<file path="config.mk">
export PLATFORM = sky130hd
export DESIGN_NAME = utf8_to_utf16_decoder_flat
export DESIGN_NICKNAME = d
export VERILOG_FILES = /design/src/rtl/u2u_pkg.sv /design/src/rtl/u2u_ifs.sv /design/src/rtl/utf8_to_utf16_decoder.sv /design/src/rtl/u2u_front.sv /design/src/rtl/u2u_queue.sv /design/src/rtl/u2u_back.sv /design/src/flat_wrapper.sv
export VERILOG_INCLUDE_DIRS = /design/src /design/src/rtl
export SDC_FILE = /design/constraint.sdc
export NUM_CORES = 1
export LEC_CHECK = 0
export BUFFER_PORTS_ARGS = -buffer_cell sky130_fd_sc_hd__buf_2
export CORE_MARGIN = 5
export CORE_UTILIZATION = 55
export DETAILED_ROUTE_END_ITERATION = 10
export HOLD_SLACK_MARGIN = 0.03
export PLACE_DENSITY = 0.75
export REMOVE_ABC_BUFFERS = 1
export SLEW_MARGIN = 20
export SYNTH_ARGS = -nofsm -noshare
export SYNTH_HDL_FRONTEND = slang
export SYNTH_SLANG_ARGS = --single-unit
</file>
<file path="constraint.sdc">
create_clock -name clk -period 7.85 [get_ports clk]
set_input_delay 2.355 -clock clk [delete_from_list [all_inputs] [get_ports clk]]
set_output_delay 2.355 -clock clk [all_outputs]
set_load 0.05 [all_outputs]
</file>
<file path="src/rtl/utf8_to_utf16_decoder_macros.svh">
// Assertion macros for the UTF-8 to UTF-16 decoder.
// Included by the RTL files that carry concurrent checks; no other dependencies.
`ifndef UTF8_TO_UTF16_DECODER_MACROS_SVH
`define UTF8_TO_UTF16_DECODER_MACROS_SVH

// Same-cycle implication, disabled during reset
`define U2U_ASSERT_NOW(label, clk, rst, ante, cons, msg) \
  label: assert property (@(posedge clk) disable iff (rst) (ante) |-> (cons)) \
    else $error(msg);

// Next-cycle implication, disabled during reset
`define U2U_ASSERT_NEXT(label, clk, rst, ante, cons, msg) \
  label: assert property (@(posedge clk) disable iff (rst) (ante) |=> (cons)) \
    else $error(msg);

`endif

</file>
<file path="src/rtl/u2u_pkg.sv">
// Shared types, constants and helper functions for the UTF-8 to UTF-16 decoder.
// No dependencies; used by every RTL module.
package u2u_pkg;

  // Charset mode codes; any other code decodes as US-ASCII
  localparam logic [1:0] MODE_UTF8   = 2'd0;
  localparam logic [1:0] MODE_LATIN1 = 2'd1;

  localparam logic [15:0] REPL_UNIT = 16'hFFFD;
  localparam logic [15:0] SURR_HI   = 16'hD800;
  localparam logic [15:0] SURR_LO   = 16'hDC00;
  localparam logic [20:0] SUPP_BASE = 21'h10000;
  localparam logic [20:0] SUPP_MAX  = 21'h10FFFF;

  localparam int unsigned MAX_UNITS = 4;

  // Units produced by one byte, as queued between front and back end
  typedef struct packed {
    logic [MAX_UNITS-1:0][15:0] units;
    logic [MAX_UNITS-1:0]       repl;
    logic [1:0]                 last_idx;
    logic                       eot;
  } unit_rec_t;

  // Sequence length from a lead byte: 1 ASCII, 2..4 multi-byte, 0 invalid
  function automatic logic [2:0] seq_len(input logic [7:0] b);
    logic [2:0] len;
    if (b[7] == 1'b0)              len = 3'd1;
    else if (b[7:5] == 3'b110)     len = 3'd2;
    else if (b[7:4] == 4'b1110)    len = 3'd3;
    else if (b[7:3] == 5'b11110)   len = 3'd4;
    else                           len = 3'd0;
    return len;
  endfunction

endpackage

</file>
<file path="src/rtl/u2u_ifs.sv">
// Channel interfaces of the UTF-8 to UTF-16 decoder: byte input, unit output, config.
// No dependencies beyond the language; used by the RTL modules.
interface u2u_byte_if;
  logic       valid;
  logic       ready;
  logic [7:0] byte_in;
  logic       end_of_text;
  modport source (output valid, byte_in, end_of_text, input ready);
  modport sink   (input valid, byte_in, end_of_text, output ready);
endinterface

interface u2u_unit_if;
  logic        valid;
  logic        ready;
  logic [15:0] code_unit;
  logic        replaced;
  logic        run_last;
  logic        text_last;
  modport source (output valid, code_unit, replaced, run_last, text_last, input ready);
  modport sink   (input valid, code_unit, replaced, run_last, text_last, output ready);
endinterface

interface u2u_cfg_if;
  logic       valid;
  logic       ready;
  logic [1:0] charset_mode;
  modport source (output valid, charset_mode, input ready);
  modport sink   (input valid, charset_mode, output ready);
endinterface

</file>
<file path="src/rtl/utf8_to_utf16_decoder.sv">
// UTF-8 / ISO-8859-1 / US-ASCII to UTF-16 decoder, top level.
// Depends on u2u_pkg, u2u_ifs.sv, u2u_front, u2u_queue and u2u_back.
//
// Bytes enter on the text channel, one per transaction, with end_of_text on the
// final byte; UTF-16 code units leave on the units channel, and the cfg channel
// sets the charset (0 UTF-8 with U+FFFD replacement, 1 ISO-8859-1, 2 or 3 US-ASCII)
// and drops any partly received UTF-8 sequence. The front end takes one byte per
// cycle while the queue has room and turns it into a record of up to four units; a
// queue of QUEUE_DEPTH records feeds the back end, which emits one unit per cycle,
// while the output is ready, from an output register. A byte with several units
// holds the back end until all are sent, so throughput is one byte per cycle while
// bytes average at most one unit each, and bursts of replacements or surrogate
// pairs are absorbed by the queue. Write cfg only while no text is in flight.
module utf8_to_utf16_decoder #(
  parameter int unsigned QUEUE_DEPTH = 4
) (
  input  logic       clk,
  input  logic       rst,
  u2u_byte_if.sink   text,
  u2u_cfg_if.sink    cfg,
  u2u_unit_if.source units
);

  logic               push_valid;
  logic               push_ready;
  u2u_pkg::unit_rec_t push_rec;
  logic               pop_valid;
  logic               pop_ready;
  u2u_pkg::unit_rec_t pop_rec;

  // Classify bytes and build unit records
  u2u_front u_front (
    .clk        (clk),
    .rst        (rst),
    .text       (text),
    .cfg        (cfg),
    .push_valid (push_valid),
    .push_rec   (push_rec),
    .push_ready (push_ready)
  );

  // Decouple byte intake from unit output
  u2u_queue #(
    .DEPTH (QUEUE_DEPTH)
  ) u_queue (
    .clk        (clk),
    .rst        (rst),
    .push_valid (push_valid),
    .push_rec   (push_rec),
    .push_ready (push_ready),
    .pop_valid  (pop_valid),
    .pop_rec    (pop_rec),
    .pop_ready  (pop_ready)
  );

  // Serialize units onto the output channel
  u2u_back u_back (
    .clk       (clk),
    .rst       (rst),
    .pop_valid (pop_valid),
    .pop_rec   (pop_rec),
    .pop_ready (pop_ready),
    .units     (units)
  );

endmodule

</file>
<file path="src/rtl/u2u_front.sv">
// Front end: accepts bytes, tracks the held UTF-8 sequence and builds unit records.
// Depends on u2u_pkg and the channel interfaces in u2u_ifs.sv.
module u2u_front (
  input  logic               clk,
  input  logic               rst,
  u2u_byte_if.sink           text,
  u2u_cfg_if.sink            cfg,
  output logic               push_valid,
  output u2u_pkg::unit_rec_t push_rec,
  input  logic               push_ready
);

  logic [1:0]      mode;
  logic [7:0]      held_lead;
  logic [1:0][5:0] held_payload;
  logic [1:0]      held_count;

  logic [7:0]      lead_next;
  logic [1:0][5:0] payload_next;
  logic [1:0]      count_next;

  u2u_pkg::unit_rec_t rec;
  logic [2:0]  n;
  logic [2:0]  held_len;
  logic [2:0]  new_len;
  logic        is_cont;
  logic [20:0] cp;
  logic [19:0] off;
  logic        accept;

  assign held_len = u2u_pkg::seq_len(held_lead);
  assign new_len  = u2u_pkg::seq_len(text.byte_in);
  assign is_cont  = (text.byte_in[7:6] == 2'b10);
  assign cp       = {held_lead[2:0], held_payload[0], held_payload[1], text.byte_in[5:0]};
  assign off      = 20'(cp - u2u_pkg::SUPP_BASE);

  // Build the unit list for this byte and the held state it leaves
  always_comb begin
    rec          = '0;
    n            = 3'd0;
    lead_next    = held_lead;
    payload_next = held_payload;
    count_next   = held_count;
    case (mode)
      u2u_pkg::MODE_UTF8: begin
        if (held_count != 2'd0 && is_cont) begin
          if (({1'b0, held_count} + 3'd1) < held_len) begin
            // hold the payload, sequence still open
            payload_next[held_count[1]] = text.byte_in[5:0];
            count_next = held_count + 2'd1;
          end else begin
            count_next = 2'd0;
            case (held_len)
              3'd2: begin
                rec.units[n[1:0]] = {5'd0, held_lead[4:0], text.byte_in[5:0]};
                rec.repl[n[1:0]]  = 1'b0;
                n = n + 3'd1;
              end
              3'd3: begin
                rec.units[n[1:0]] = {held_lead[3:0], held_payload[0], text.byte_in[5:0]};
                rec.repl[n[1:0]]  = 1'b0;
                n = n + 3'd1;
              end
              default: begin
                if (cp >= u2u_pkg::SUPP_BASE && cp <= u2u_pkg::SUPP_MAX) begin
                  rec.units[n[1:0]] = u2u_pkg::SURR_HI | {6'd0, off[19:10]};
                  rec.repl[n[1:0]]  = 1'b0;
                  n = n + 3'd1;
                  rec.units[n[1:0]] = u2u_pkg::SURR_LO | {6'd0, off[9:0]};
                  rec.repl[n[1:0]]  = 1'b0;
                  n = n + 3'd1;
                end else begin
                  rec.units[n[1:0]] = u2u_pkg::REPL_UNIT;
                  rec.repl[n[1:0]]  = 1'b1;
                  n = n + 3'd1;
                end
              end
            endcase
          end
        end else begin
          // drop a broken sequence: one replacement per held byte
          for (int k = 0; k < 3; k++) begin
            if (2'(k) < held_count) begin
              rec.units[n[1:0]] = u2u_pkg::REPL_UNIT;
              rec.repl[n[1:0]]  = 1'b1;
              n = n + 3'd1;
            end
          end
          count_next = 2'd0;
          // take the byte as a new lead
          if (new_len == 3'd1) begin
            rec.units[n[1:0]] = {8'd0, text.byte_in};
            rec.repl[n[1:0]]  = 1'b0;
            n = n + 3'd1;
          end else if (new_len == 3'd0) begin
            rec.units[n[1:0]] = u2u_pkg::REPL_UNIT;
            rec.repl[n[1:0]]  = 1'b1;
            n = n + 3'd1;
          end else begin
            lead_next  = text.byte_in;
            count_next = 2'd1;
          end
        end
        // flush whatever is still held at end of text
        if (text.end_of_text) begin
          for (int k = 0; k < 3; k++) begin
            if (2'(k) < count_next) begin
              rec.units[n[1:0]] = u2u_pkg::REPL_UNIT;
              rec.repl[n[1:0]]  = 1'b1;
              n = n + 3'd1;
            end
          end
          count_next = 2'd0;
        end
      end
      u2u_pkg::MODE_LATIN1: begin
        rec.units[0] = {8'd0, text.byte_in};
        rec.repl[0]  = 1'b0;
        n = 3'd1;
      end
      default: begin
        if (text.byte_in[7]) begin
          rec.units[0] = u2u_pkg::REPL_UNIT;
          rec.repl[0]  = 1'b1;
        end else begin
          rec.units[0] = {8'd0, text.byte_in};
          rec.repl[0]  = 1'b0;
        end
        n = 3'd1;
      end
    endcase
    rec.last_idx = 2'(n - 3'd1);
    rec.eot      = text.end_of_text;
  end

  assign text.ready = push_ready;
  assign cfg.ready  = 1'b1;
  assign accept     = text.valid && push_ready;
  // bytes that produce no unit update state only
  assign push_valid = text.valid && (n != 3'd0);
  assign push_rec   = rec;

  // Hold mode and held byte count; a config write drops any held bytes
  always_ff @(posedge clk) begin
    if (rst) begin
      mode       <= u2u_pkg::MODE_UTF8;
      held_count <= 2'd0;
    end else if (cfg.valid && cfg.ready) begin
      mode       <= cfg.charset_mode;
      held_count <= 2'd0;
    end else if (accept) begin
      held_count <= count_next;
    end
  end

  // Held sequence payload
  always_ff @(posedge clk) begin
    if (rst) begin
      held_lead    <= 8'd0;
      held_payload <= '0;
    end else if (accept) begin
      held_lead    <= lead_next;
      held_payload <= payload_next;
    end
  end

endmodule

</file>
<file path="src/rtl/u2u_queue.sv">
// Record queue between the byte front end and the unit back end.
// Depends on u2u_pkg for the record type.
module u2u_queue #(
  parameter int unsigned DEPTH = 4
) (
  input  logic               clk,
  input  logic               rst,
  input  logic               push_valid,
  input  u2u_pkg::unit_rec_t push_rec,
  output logic               push_ready,
  output logic               pop_valid,
  output u2u_pkg::unit_rec_t pop_rec,
  input  logic               pop_ready
);

  localparam int unsigned PTR_W = $clog2(DEPTH);
  localparam int unsigned CNT_W = $clog2(DEPTH + 1);

  u2u_pkg::unit_rec_t slots [DEPTH];
  logic [PTR_W-1:0] wr_ptr;
  logic [PTR_W-1:0] rd_ptr;
  logic [CNT_W-1:0] count;
  logic             do_push;
  logic             do_pop;

  assign push_ready = (count != CNT_W'(DEPTH));
  assign pop_valid  = (count != '0);
  assign pop_rec    = slots[rd_ptr];
  assign do_push    = push_valid && push_ready;
  assign do_pop     = pop_valid && pop_ready;

  // Advance pointers and occupancy
  always_ff @(posedge clk) begin
    if (rst) begin
      wr_ptr <= '0;
      rd_ptr <= '0;
      count  <= '0;
    end else begin
      if (do_push) begin
        wr_ptr <= (wr_ptr == PTR_W'(DEPTH - 1)) ? '0 : wr_ptr + 1'b1;
      end
      if (do_pop) begin
        rd_ptr <= (rd_ptr == PTR_W'(DEPTH - 1)) ? '0 : rd_ptr + 1'b1;
      end
      if (do_push && !do_pop) begin
        count <= count + 1'b1;
      end else if (do_pop && !do_push) begin
        count <= count - 1'b1;
      end
    end
  end

  // Store records
  always_ff @(posedge clk) begin
    if (do_push) begin
      slots[wr_ptr] <= push_rec;
    end
  end

endmodule

</file>
<file path="src/rtl/u2u_back.sv">
// Back end: walks each queued record and emits its units one per cycle while the output is ready.
// Depends on u2u_pkg, u2u_ifs.sv and the assertion macros header.
`include "utf8_to_utf16_decoder_macros.svh"

module u2u_back (
  input  logic               clk,
  input  logic               rst,
  input  logic               pop_valid,
  input  u2u_pkg::unit_rec_t pop_rec,
  output logic               pop_ready,
  u2u_unit_if.source         units
);

  logic [1:0]  idx;
  logic        ovalid;
  logic [15:0] ocode;
  logic        orepl;
  logic        orun_last;
  logic        otext_last;
  logic        load;
  logic        at_last;

  assign load      = pop_valid && (!ovalid || units.ready);
  assign at_last   = (idx == pop_rec.last_idx);
  assign pop_ready = load && at_last;

  // Step through the units of the head record
  always_ff @(posedge clk) begin
    if (rst) begin
      idx    <= 2'd0;
      ovalid <= 1'b0;
    end else begin
      if (load) begin
        idx <= at_last ? 2'd0 : idx + 2'd1;
      end
      if (load) begin
        ovalid <= 1'b1;
      end else if (units.ready) begin
        ovalid <= 1'b0;
      end
    end
  end

  // Output register
  always_ff @(posedge clk) begin
    if (load) begin
      ocode      <= pop_rec.units[idx];
      orepl      <= pop_rec.repl[idx];
      orun_last  <= at_last;
      otext_last <= at_last && pop_rec.eot;
    end
  end

  assign units.valid     = ovalid;
  assign units.code_unit = ocode;
  assign units.replaced  = orepl;
  assign units.run_last  = orun_last;
  assign units.text_last = otext_last;

  `U2U_ASSERT_NOW(a_repl_is_fffd, clk, rst, ovalid && orepl, ocode == u2u_pkg::REPL_UNIT, "replaced unit is not U+FFFD")
  `U2U_ASSERT_NOW(a_text_last_ends_run, clk, rst, ovalid && otext_last, orun_last, "text_last without run_last")
  `U2U_ASSERT_NEXT(a_idx_advances, clk, rst, load && !at_last, idx != 2'd0 && ovalid, "unit index did not advance")

endmodule

</file>
<file path="src/flat_wrapper.sv">
// flat-port wrapper written by rule: the top's interface ports become plain ports
module utf8_to_utf16_decoder_flat 
#(
  parameter int unsigned QUEUE_DEPTH = 4
)
  (clk, rst, text_valid, text_byte_in, text_end_of_text, text_ready, cfg_valid, cfg_charset_mode, cfg_ready, units_valid, units_code_unit, units_replaced, units_run_last, units_text_last, units_ready);
  u2u_byte_if text_i ();
  u2u_cfg_if cfg_i ();
  u2u_unit_if units_i ();
  input  logic clk;
  input  logic rst;
  input wire logic [$bits(text_i.valid)-1:0] text_valid;
  input wire logic [$bits(text_i.byte_in)-1:0] text_byte_in;
  input wire logic [$bits(text_i.end_of_text)-1:0] text_end_of_text;
  output wire logic [$bits(text_i.ready)-1:0] text_ready;
  input wire logic [$bits(cfg_i.valid)-1:0] cfg_valid;
  input wire logic [$bits(cfg_i.charset_mode)-1:0] cfg_charset_mode;
  output wire logic [$bits(cfg_i.ready)-1:0] cfg_ready;
  output wire logic [$bits(units_i.valid)-1:0] units_valid;
  output wire logic [$bits(units_i.code_unit)-1:0] units_code_unit;
  output wire logic [$bits(units_i.replaced)-1:0] units_replaced;
  output wire logic [$bits(units_i.run_last)-1:0] units_run_last;
  output wire logic [$bits(units_i.text_last)-1:0] units_text_last;
  input wire logic [$bits(units_i.ready)-1:0] units_ready;
  assign text_i.valid = text_valid;
  assign text_i.byte_in = text_byte_in;
  assign text_i.end_of_text = text_end_of_text;
  assign text_ready = text_i.ready;
  assign cfg_i.valid = cfg_valid;
  assign cfg_i.charset_mode = cfg_charset_mode;
  assign cfg_ready = cfg_i.ready;
  assign units_valid = units_i.valid;
  assign units_code_unit = units_i.code_unit;
  assign units_replaced = units_i.replaced;
  assign units_run_last = units_i.run_last;
  assign units_text_last = units_i.text_last;
  assign units_i.ready = units_ready;
  utf8_to_utf16_decoder #(.QUEUE_DEPTH(QUEUE_DEPTH)) u_core (.clk(clk), .rst(rst), .text(text_i), .cfg(cfg_i), .units(units_i));
endmodule
</file>
Word-level counts from Yosys, hierarchy flattened
Memory sizes are Yosys's and may differ from the RTL's. A register that Yosys moved wholly into a read port is not among the register bits.
Cells that the tools add are included.
{ "totals": {"out_inout_bits": 22, "mem_count": 1, "reg_bits": 53, "wordCells": 258, "input_bits": 16, "ramBits": 284} }
{ "op_classes": {"n_lt_le_gt_ge": 24, "muxes": 126, "add_sub_neg": 15, "n_bitwise": 29, "eq_ne": 15, "n_reduce_logical": 34} }
{ "mem_list": {"columns": ["memory", "depth", "width", "read_ports", "rd_clocked_by_memory_dff", "write_ports", "line", "source"], "rows": [
  ["u_core.u_queue.slots", 4, 71, 1, 1, 1, "u2u_queue.sv:19", "u2u_pkg::unit_rec_t slots [DEPTH];"]
]} }
{ "op_table": {"columns": ["operator", "n"], "rows": [
  ["68-bit 2-to-1 mux", 16],
  ["60-bit OR", 5],
  ["16-bit 2-to-1 mux", 13],
  ["16-bit demux with 2-bit select", 6],
  ["32-bit 2-to-1 mux", 5],
  ["3-bit 2-to-1 mux", 34],
  ["64-bit bitwise mux", 1],
  ["16-bit one-hot mux with 2 select lines", 2],
  ["15-bit by 60-bit OR with 60-bit output", 1],
  ["48-bit 2-to-1 mux", 1],
  ["16-bit binary-select mux with 2-bit select", 1],
  ["2-bit 2-to-1 mux", 14],
  ["4-bit NOT", 7],
  ["4-bit AND", 6],
  ["3-bit by 1-bit adder with 3-bit output, second input constant", 7],
  ["21-bit by 17-bit >= comparator with 1-bit output, second input constant", 1],
  ["21-bit less-or-equal comparator, second input constant", 1],
  ["2-bit by 3-bit less-than comparator with 1-bit output, second input constant", 7],
  ["1-bit 2-to-1 mux", 21],
  ["4-bit OR", 5],
  ["20-bit by 17-bit subtractor with 20-bit output, second input constant", 1],
  ["1-bit logical AND", 18],
  ["14-bit 2-to-1 mux", 1],
  ["12-bit bitwise mux", 1],
  ["other kinds (37)", 68]
]} }

Longest topological paths before layout
Gate-level depths: netlist of the first run.
{ "logic_depth": {"ltp_word": 36, "ltp_mapped": 30} }

Hierarchy
From an unflattened synthesis of the first run, not the netlist that was laid out.
{ "hier_totals": {"hier_cells": 938, "area_unflattened_um2": 15038.2} }
{ "by_module_without_submodules": {"columns": ["module", "area_each_um2", "seq_area_each_um2", "cells_each", "n_inst"], "rows": [
  ["u2u_queue", 10700.3, 8708.4, 419, 1],
  ["u2u_front", 3144.3, 480.5, 457, 1],
  ["u2u_back", 1193.6, 630.6, 62, 1]
]} }

Worst setup path before layout of the first run
Ideal clock, no wire load.
{ "synth_timing": {"path_type": "input port to flip-flop", "from": "in text_byte_in[0]", "to": "mem u_core.u_queue.slots[3][0] (netlist name), enable pin", "cell_stages": 22, "setup_time_ns": 0.413, "path_slack_ns": 0.069, "required_ns": 7.437, "t_arrival_ns": 7.368, "cell_sequence": "clkbuf_1 -> nand4_1 -> nor4_1 -> nand4_1 -> mux2i_1 -> buf_2 -> o21ai_1 -> ha_1 -> mux2i_1 -> ha_1 -> nand2_1 -> o21ai_0 -> ha_1 -> o21ai_0 -> and3_1 -> o21ai_0 -> ha_1 -> o21ai_0 -> nor3_1 -> o31a_1 -> a21oi_1 -> and2_1"} }
{ "synth_between": {"elab_chain_len": 24, "word_cells_on_any_way": 25, "cone_classes": "add/sub: 3; order compare: 2; mux: 16; reduce/logical: 4"} }
{ "synth_rtl": {"columns": ["element", "line", "source"], "rows": [
  ["start: declaration", "flat_wrapper.sv:13", "input wire logic [$bits(text_i.byte_in)-1:0] text_byte_in;"],
  ["21-bit by 17-bit >= comparator with 1-bit output or 21-bit less-or-equal comparator (tied branches)", "u2u_front.sv:65", "if (cp >= u2u_pkg::SUPP_BASE && cp <= u2u_pkg::SUPP_MAX) begin"],
  ["1-bit logical AND (*)", "u2u_front.sv:65", null],
  ["2-bit 2-to-1 mux (*)", "u2u_front.sv:65", null],
  ["3-bit 2-to-1 mux (*)", "u2u_front.sv:53", "case (held_len)"],
  ["3-bit 2-to-1 mux (*)", "u2u_front.sv:47", "if (({1'b0, held_count} + 3'd1) < held_len) begin"],
  ["3-bit 2-to-1 mux (*)", "u2u_front.sv:46", "if (held_count != 2'd0 && is_cont) begin"],
  ["3-bit 2-to-1 mux (*)", "u2u_front.sv:44", "case (mode)"],
  ["3-bit by 1-bit adder with 3-bit output", "u2u_front.sv:110", "n = n + 3'd1;"],
  ["[... 9 more ...]", null, null],
  ["3-bit 2-to-1 mux (*)", "u2u_front.sv:105", "if (text.end_of_text) begin"],
  ["3-bit 2-to-1 mux (*)", "u2u_front.sv:44", null],
  ["3-bit nonzero test (*)", "u2u_front.sv:140", "assign push_valid = text.valid && (n != 3'd0);"],
  ["1-bit logical AND (*)", "u2u_front.sv:140", null],
  ["1-bit logical AND (*)", "u2u_queue.sv:29", "assign do_push = push_valid && push_ready;"],
  ["net u_core.u_queue.do_push", "u2u_queue.sv:23", "logic do_push;"],
  ["1-bit 2-to-1 mux (*)", "u2u_queue.sv:55", "if (do_push) begin"],
  ["1-bit 2-to-1 mux (implied by the code) (*)", "u2u_queue.sv:56", "slots[wr_ptr] <= push_rec;"],
  ["end: declaration", "u2u_queue.sv:19", null]
]} }
The timed path passes the listed nets; every way through them passes the cells marked *. The select of a mux whose other input is x is not followed.

Worst setup path after layout of the first run
{ "layout_timing": {"from": "in text_byte_in[4]", "to": "reg u_core.u_queue.count[2]"} }
{ "layout_between": {"elab_chain_len": 28, "word_cells_on_any_way": 45, "cone_classes": "add/sub: 3; order compare: 5; eq/ne: 3; mux: 25; reduce/logical: 9"} }
{ "layout_rtl": {"columns": ["element", "line", "source"], "rows": [
  ["branches (longest 20 deep; another with 21-bit by 17-bit >= comparator with 1-bit output)", null, null],
  ["3-bit 2-to-1 mux (*)", "u2u_front.sv:105", null],
  ["3-bit 2-to-1 mux (*)", "u2u_front.sv:44", null],
  ["3-bit nonzero test (*)", "u2u_front.sv:140", null],
  ["1-bit logical AND (*)", "u2u_front.sv:140", null],
  ["1-bit logical AND (*)", "u2u_queue.sv:29", null],
  ["net u_core.u_queue.do_push", "u2u_queue.sv:23", null],
  ["1-bit zero test", "u2u_queue.sv:47", "end else if (do_pop && !do_push) begin"],
  ["1-bit logical AND", "u2u_queue.sv:47", null],
  ["2-bit nonzero test (no line)", null, null],
  ["end signal: assignment", "u2u_queue.sv:46", "count <= count + 1'b1;"],
  ["end signal: assignment", "u2u_queue.sv:48", "count <= count - 1'b1;"],
  ["end: declaration", "u2u_queue.sv:22", "logic [CNT_W-1:0] count;"]
]} }
Mark *: on every way through the listed nets, which the timed path passes. The select of a mux whose other input is x is not followed.
A chain may end at the register's enable or synchronous reset.

==> results by group, run 1 <==
Clock tree
  • H-tree depth: 1
  • PostCTS Resize Cnt: 0
  • Setup bufs post-CTS: 0
  • Clock Sink Count: 255
  • CTS tree: yes
  • Cts bufs inserted: 26
  • Clock buffer depth: 3
  • Worst-path clk slew: 60 ps
  • Hold buffers post-CTS: 0
  • Root Buffer: clkbuf_16
  • Skew-Pair Late Insertion Delay: 530 ps

Logic synthesis
  • Post-synthesis cell count: 813
  • Seq/Total Area, Yosys: 62.76%
  • Netlist cell types: 60
  • Synth Flop Type: edfxtp_1
  • Yosys warns: 0
  • Post-synth EDFFs: 219
  • Fraction of registers with async set/reset: 0%
  • Avg Cell Area, Syn: 14.30 sq um
  • Post-Syn Area: 0.01163 sq mm
  • Synth Register Bits: 255

Floorplan
  • DIE WIDTH: 155.4 microns
  • Die ar.: 0.02415 sq mm
  • FP Rows: 53
  • Number of top-level pins: 38
  • Initial core utilization: 55.66%
  • Chip height: 155.4 microns
  • Core ar.: 0.02089 sq mm

Global routing
  • Largest net degree at the start of global routing: 51
  • Antenna violations before repair: 0
  • First-pass GRT wire length: 40770 microns
  • Vias in the first global route: 6961
  • Grt ovf: 0
  • GRT Total Usage: 21.67%

Timing
  • Setup TNS: 0 ps
  • Period utilisation layout: 92.62%
  • Min cycle time layout: 7270 ps
  • Final hold vios: 0
  • Clock Skews: 8.120 ps
  • Setup-failing EPs final: 0
  • Fin worst setup slack: 579.6 ps
  • Worst Tran Pin Value: 1010 ps
  • Fmax: 137.5 MHz
  • Max-slew violation count: 0
  • RSZ-0062 raised after global routing: false
  • Slew HR: 32.57%

Critical path
  • Crit path launch type: input pin
  • Worst EP required: 8300 ps
  • WS Path Type: in -> reg
  • Worst flop-to-flop path startpoint: u_core.u_front.held_lead[5]$_SDFFE_PP0P_
  • R2R Setup Slk: 1310 ps
  • Crit Path Max Fanout: 11
  • Critical Path End Type: register
  • Critical R2R Capture: u_core.u_queue.count[2]$_SDFFE_PP0P_
  • Reg2reg path depth: 27
  • Critical path arrival: 7720 ps

Routing
  • DR vias: 7091
  • Initial DRT Pass Iterations: 5
  • Drt drc: 0
  • Final ANT Viol Nets: 0
  • WL/cell: 22.34 microns
  • Vias per cell: 6.188
  • WL final: 25600 microns
  • Initial DRC count: 639

Placed design
  • Routability cong.: 0.9365
  • Post-Place Cell Area: 0.01222 sq mm
  • DP HPWL: 16300 microns
  • Number of port buffers: 36
  • Setup WS pre-CTS: 85.45 ps

Min path
  • Hold Startpoint: u_core.u_back.units.valid$_SDFFE_PP0P_
  • Hold Crit Class: reg -> reg
  • Hold path cells: 2
  • Worst Hold End: u_core.u_back.units.valid$_SDFFE_PP0P_

Layout
  • Area grow syn2layout: 12.54%
  • Share of layout cells above drive strength 1: 19.98%
  • Final #Nets: 903
  • Ant diodes: 0
  • Post-route cell area: 0.01308 sq mm

Power
  • Maximum VDD drop: 0.1803 mV
  • Power Density: 297.8 mW/mm^2
  • Leak pwr: 4.658 nW

Job
  • MaxCap Viol Count: 0

Outcome
  • Outcome: finished, final reports clean
==> state kept, by name (all words and copies together) (netlist names), named ones only <==
register                       flops
u_core.u_front.mode                2
u_core.u_front.cp                 12
u_core.u_back.units.replaced       1
u_core.u_front.held_count          2
u_core.u_queue.count               3
u_core.u_back.units.run_last       1
u_core.u_queue.wr_ptr              2
u_core.u_queue.rd_ptr              2
u_core.u_back.units.text_last      1
u_core.u_front.held_lead           8
u_core.u_back.idx                  2
u_core.u_back.units.valid          1
u_core.u_back.units.code_unit     16
u_core.u_queue.slots             200
==> report_power, final <==
group	switching, W	internal (W)
clock network	0.000493	0.000720
logic	0.000598	0.000365
registers	0.0000485	0.00167
==> synthesized netlist by cell type, types with 4 or more instances <==
library cell / n / area [sq um]
and3_1: 7 / 43.79
buf_1: 7 / 26.28
a21o_1: 11 / 82.58
o31ai_1: 5 / 37.54
o21ai_0: 48 / 240.2
nand3_1: 13 / 65.06
ha_1: 31 / 387.9
or3_1: 7 / 43.79
dfxtp_1: 36 / 720.7
o31a_1: 7 / 61.31
inv_1: 21 / 78.83
nand2_1: 37 / 138.9
mux4_2: 58 / 1306
edfxtp_1: 219 / 6576
o21a_1: 10 / 75.07
xor2_1: 4 / 35.03
buf_2: 9 / 45.04
nor4_1: 11 / 68.82
a211oi_1: 4 / 30.03
nand4_1: 5 / 31.28
clkbuf_1: 32 / 120.1
xnor2_1: 6 / 52.55
a21oi_1: 35 / 175.2
mux2i_1: 28 / 280.3
a21boi_0: 9 / 67.56
and2_1: 8 / 50.05
nor2_1: 83 / 311.6
nor3_1: 17 / 85.08
==> layer usage <==
metal | track usage [%] | part of all wire (%) | wire, microns | vias up
met3 | 3.783 | 8.0 | 2048 | 31
met4 | 4.335 | 1.6 | 402 | 0
met1 | 31.94 | 42 | 10800 | 3518
li1 | - | - | - | 3216
met2 | 34.62 | 48 | 12350 | 326
met5 | 0 | 0 | 0 | -
==> cell families after synthesis <==
logic type / after synthesis / synth area share, %
multiplexers: 87 / 13.74
XOR/XNOR: 10 / 0.7533
AO/OA/AOI/OAI: 154 / 8.502
adder cells (fa/ha/maj): 32 / 3.508
buffers and inverters: 71 / 2.454
other: 1 / 0.03225
flip-flops: 255 / 62.76
AND/OR/NAND/NOR: 203 / 8.244
==> layout by cell type (no fill, tap or decap), types with 13 or more instances in the layout <==
master	count
nand2_1	37
inv_1	21
a21oi_1	35
o21ai_0	48
nor2_1	83
nor3_1	17
mux4_2	58
clkbuf_16	27
buf_4	22
mux2i_1	28
dfxtp_1	34
nand3_1	13
buf_2	36
ha_1	31
edfxtp_1	219
==> final cells by class <==
type	count	area [sq um]
Clock buffer	29	683.2
Clock inverter	15	153.9
Fill cell	1493	7805
Inverter	21	78.83
Multi-Input combinational cell	487	4049
Sequential cell	255	7302
Tap cell	275	344.1
Timing Repair Buffer	64	473.0
==> stage by stage <==
stage / power (W) / instances / utilization [%] / hold WS [ps]
global route: 0.004064 / 1146 / 62.64 / 516.2
finish: 0.003897 / 1146 / 62.64 / 477.2
floorplan: 0.002451 / 763 / - / 455.1
detailed placement: 0.002700 / 1101 / 58.50 / 468.9
CTS: 0.003919 / 1145 / 62.50 / 479.3
global placement: 0.002677 / 1101 / 58.50 / 454.3
==> how the worst max path moves through the flow <==
stage	from	depth (start not counted)	to	slack [ps]
floorplan	text_byte_in[5]	20	u_core.u_queue.slots[3][0]$_DFFE_PP_	-20
global placement	text_byte_in[4]	26	u_core.u_queue.count[2]$_SDFFE_PP0P_	250
detailed placement	text_byte_in[4]	26	u_core.u_queue.count[2]$_SDFFE_PP0P_	90
CTS	text_byte_in[4]	26	u_core.u_queue.count[2]$_SDFFE_PP0P_	620
global route	text_byte_in[4]	26	u_core.u_queue.count[2]$_SDFFE_PP0P_	130
finish	text_byte_in[4]	26	u_core.u_queue.count[2]$_SDFFE_PP0P_	580
==> critical path, stage by stage <==
cell	delay [ps]
buf_2	220
nand3_1	140
nor4_1	380
nand4_1	160
mux2i_1	190
o31ai_2	450
ha_1	340
mux2i_1	240
ha_1	300
nand2_1	100
o21ai_0	130
ha_1	290
o21ai_0	140
and3_1	160
o21ai_0	80
ha_1	200
o21ai_0	160
nor3_1	60
o31a_1	150
a21oi_1	220
ha_1	220
inv_1	60
fa_1	370
xor2_1	170
or3_1	310
a21oi_1	140
(Power assumes the default switching activity.)
==> inputs of run 2 (changes only) <==
Settings changed: CORE_MARGIN 5 to 1.5.
==> results by group, run 2 (same netlist as run 1, synthesis figures left out) <==
Power
  • Maximum VDD drop: 0.1916 mV (was 0.1803 mV)
  • Leak pwr: 4.674 nW (was 4.658 nW)
  • Power Density: 293.6 mW/mm^2 (was 297.8 mW/mm^2)

Routing
  • WL final: 25120 microns (was 25600 microns)
  • Drt drc: 0 (unchanged)
  • Vias per cell: 6.126 (was 6.188)
  • Initial DRT Pass Iterations: 6 (was 5)
  • WL/cell: 21.80 microns (was 22.34 microns)
  • Final ANT Viol Nets: 0 (unchanged)
  • DR vias: 7057 (was 7091)
  • Initial DRC count: 599 (was 639)

Floorplan
  • Initial core utilization: 55.66% (unchanged)
  • DIE WIDTH: 148.4 microns (was 155.4 microns)
  • Chip height: 148.4 microns (was 155.4 microns)
  • Die ar.: 0.02202 sq mm (was 0.02415 sq mm)
  • FP Rows: 53 (unchanged)
  • Number of top-level pins: 38 (unchanged)
  • Core ar.: 0.02089 sq mm (unchanged)

Clock tree
  • PostCTS Resize Cnt: 0 (unchanged)
  • Root Buffer: clkbuf_16 (unchanged)
  • Hold buffers post-CTS: 0 (unchanged)
  • Setup bufs post-CTS: 0 (unchanged)
  • Clock buffer depth: 3 (unchanged)
  • Worst-path clk slew: 60 ps (about the same)
  • Skew-Pair Late Insertion Delay: 520 ps (was 530 ps)
  • Clock Sink Count: 255 (unchanged)
  • Cts bufs inserted: 26 (unchanged)
  • CTS tree: yes (unchanged)
  • H-tree depth: 1 (unchanged)

Global routing
  • GRT Total Usage: 23.62% (was 21.67%)
  • First-pass GRT wire length: 39390 microns (was 40770 microns)
  • Grt ovf: 0 (unchanged)
  • Largest net degree at the start of global routing: 51 (unchanged)
  • Vias in the first global route: 6796 (was 6961)
  • Antenna violations before repair: 0 (unchanged)

Critical path
  • Critical path arrival: 7730 ps (was 7720 ps)
  • WS Path Type: in -> reg (unchanged)
  • Critical Path End Type: register (unchanged)
  • R2R Setup Slk: 1210 ps (was 1310 ps)
  • CP delay by family, top: adder cells (unchanged)
  • Critical path buffers and inverters: 2 (unchanged)
  • Most numerous cell on the critical path: ha_1 (unchanged)
  • CP max-delay cell: o31ai_2 (unchanged)
  • Crit Path Max Fanout: 6 (was 11)
  • Highest cell delay on the worst timing path: 420 ps (was 450 ps)
  • Crit path launch type: input pin (unchanged)
  • Worst EP required: 8290 ps (was 8300 ps)

Layout
  • Flip-flop and latch area: 0.007302 sq mm (unchanged)
  • Number of fill cells: 1510 (was 1493)
  • Multi-input gate area: 0.004049 sq mm (unchanged)
  • Final #Nets: 905 (was 903)
  • Register with the most flip-flops: u_core.u_queue.slots (unchanged)
  • Area grow syn2layout: 12.69% (was 12.54%)
  • Ant diodes: 0 (unchanged)
  • Commonest non-fill, non-tap cell in the layout: edfxtp_1 (unchanged)
  • Commonest non-fill, non-tap cells in the layout: edfxtp_1 (219), nor2_1 (83), mux4_2 (58), o21ai_0 (48), nand2_1 (37) (unchanged)
  • Util after Layout: 62.72% (was 62.64%)
  • Post-route cell area: 0.01310 sq mm (was 0.01308 sq mm)
  • Layout Cells excl Fill: 1152 (was 1146)
  • Share of layout cells above drive strength 1: 20.52% (was 19.98%)
  • Max FFs per register: 200 (unchanged)

Timing
  • Setup-failing EPs final: 0 (unchanged)
  • Clock Skews: 8.866 ps (was 8.120 ps)
  • Worst Tran Pin Value: 962.4 ps (was 1010 ps)
  • Max-slew violation count: 0 (unchanged)
  • RSZ-0062 raised after global routing: false (unchanged)
  • Slew HR: 35.25% (was 32.57%)
  • Setup TNS: 0 ps (unchanged)
  • Period utilisation layout: 92.91% (was 92.62%)
  • Final hold vios: 0 (unchanged)
  • Fmax: 137.1 MHz (was 137.5 MHz)
  • Min cycle time layout: 7293 ps (was 7270 ps)

Outcome
  • Outcome: finished, final reports clean (unchanged)

Min path
  • Hold Crit Class: reg -> reg (unchanged)

Placed design
  • Routability cong.: 0.9554 (was 0.9365)
  • DP HPWL: 16130 microns (was 16300 microns)
  • Number of port buffers: 36 (unchanged)
  • Cell count after placement: 1103 (was 1101)
  • Post-Place Cell Area: 0.01225 sq mm (was 0.01222 sq mm)

Job
  • MaxCap Viol Count: 0 (unchanged)
run 2: cell types whose count changed in the layout (fill, tap and decap cells not counted):
| cell | before | now |
|---|---|---|
| clkbuf_1 | 2 | 6 |
| clkinvlp_2 | 1 | 0 |
| clkinv_2 | 2 | 5 |
| clkinv_4 | 0 | 2 |
| inv_8 | 1 | 0 |
| clkinv_1 | 6 | 2 |
| clkbuf_8 | 0 | 3 |
| bufinv_16 | 3 | 1 |
| buf_4 | 22 | 23 |
| buf_12 | 5 | 7 |
| buf_16 | 1 | 0 |
run 2: metrics by stage:
stage / power [W] / setup slack, ps / hold WS, ps
final: 0.003847 / 556.9 / 473.7
after global routing: 0.004006 / 45.08 / 495.5
after CTS: 0.003874 / 635.4 / 475.3
after detailed placement: 0.002688 / 115.7 / 469.4
after global placement: 0.002670 / 265.5 / 453.3
after floorplan: 0.002451 / -24.88 / 455.1
run 2: worst register-to-register path, delay by kind of cell, from the launching register on:
| family | cells | cell delay, ps |
|---|---|---|
| fa+ha+maj | 7 | 2120 |
| compound gates | 9 | 1750 |
| simple gates | 8 | 1540 |
| flops | 1 | 690 |
| mux | 1 | 240 |
| xor+xnor | 1 | 170 |
| buf+inv | 1 | 60 |
run 2: metal layers:
metal	part of all wire (%)	track usage, %	vias up
li1	-	-	3217
met4	2.1	5.792	0
met2	47	36.85	328
met5	0	0	-
met1	43	35.37	3469
met3	7.5	3.681	43
run 2: worst paths after layout:
| check | from | to | depth (start not counted) |
|---|---|---|---|
| worst max-delay path | text_byte_in[5] | u_core.u_queue.count[2]$_SDFFE_PP0P_ | 26 |
| worst min-delay path | u_core.u_back.units.valid$_SDFFE_PP0P_ | u_core.u_back.units.valid$_SDFFE_PP0P_ | 2 |
| worst max register to register | u_core.u_front.held_lead[5]$_SDFFE_PP0P_ | u_core.u_queue.count[2]$_SDFFE_PP0P_ | 27 |
| worst min register to register | u_core.u_back.units.valid$_SDFFE_PP0P_ | u_core.u_back.units.valid$_SDFFE_PP0P_ | 2 |
run 2: final cells by class:
type / count / share of cell area [%]
Timing Repair Buffer: 66 / 3.763
Multi-Input combinational cell: 487 / 30.90
Clock inverter: 12 / 0.7258
Sequential cell: 255 / 55.73
Clock buffer: 36 / 5.644
Tap cell: 275 / 2.626
Inverter: 21 / 0.6017
run 2: power breakdown:
| group | leakage, nW | internal [W] | switching (W) | total (W) |
|---|---|---|---|---|
| Clock | 0.407 | 0.000692 | 0.000490 | 0.00118 |
| Combinational | 1.88 | 0.000360 | 0.000553 | 0.000913 |
| Sequential | 2.38 | 0.00167 | 0.0000792 | 0.00175 |
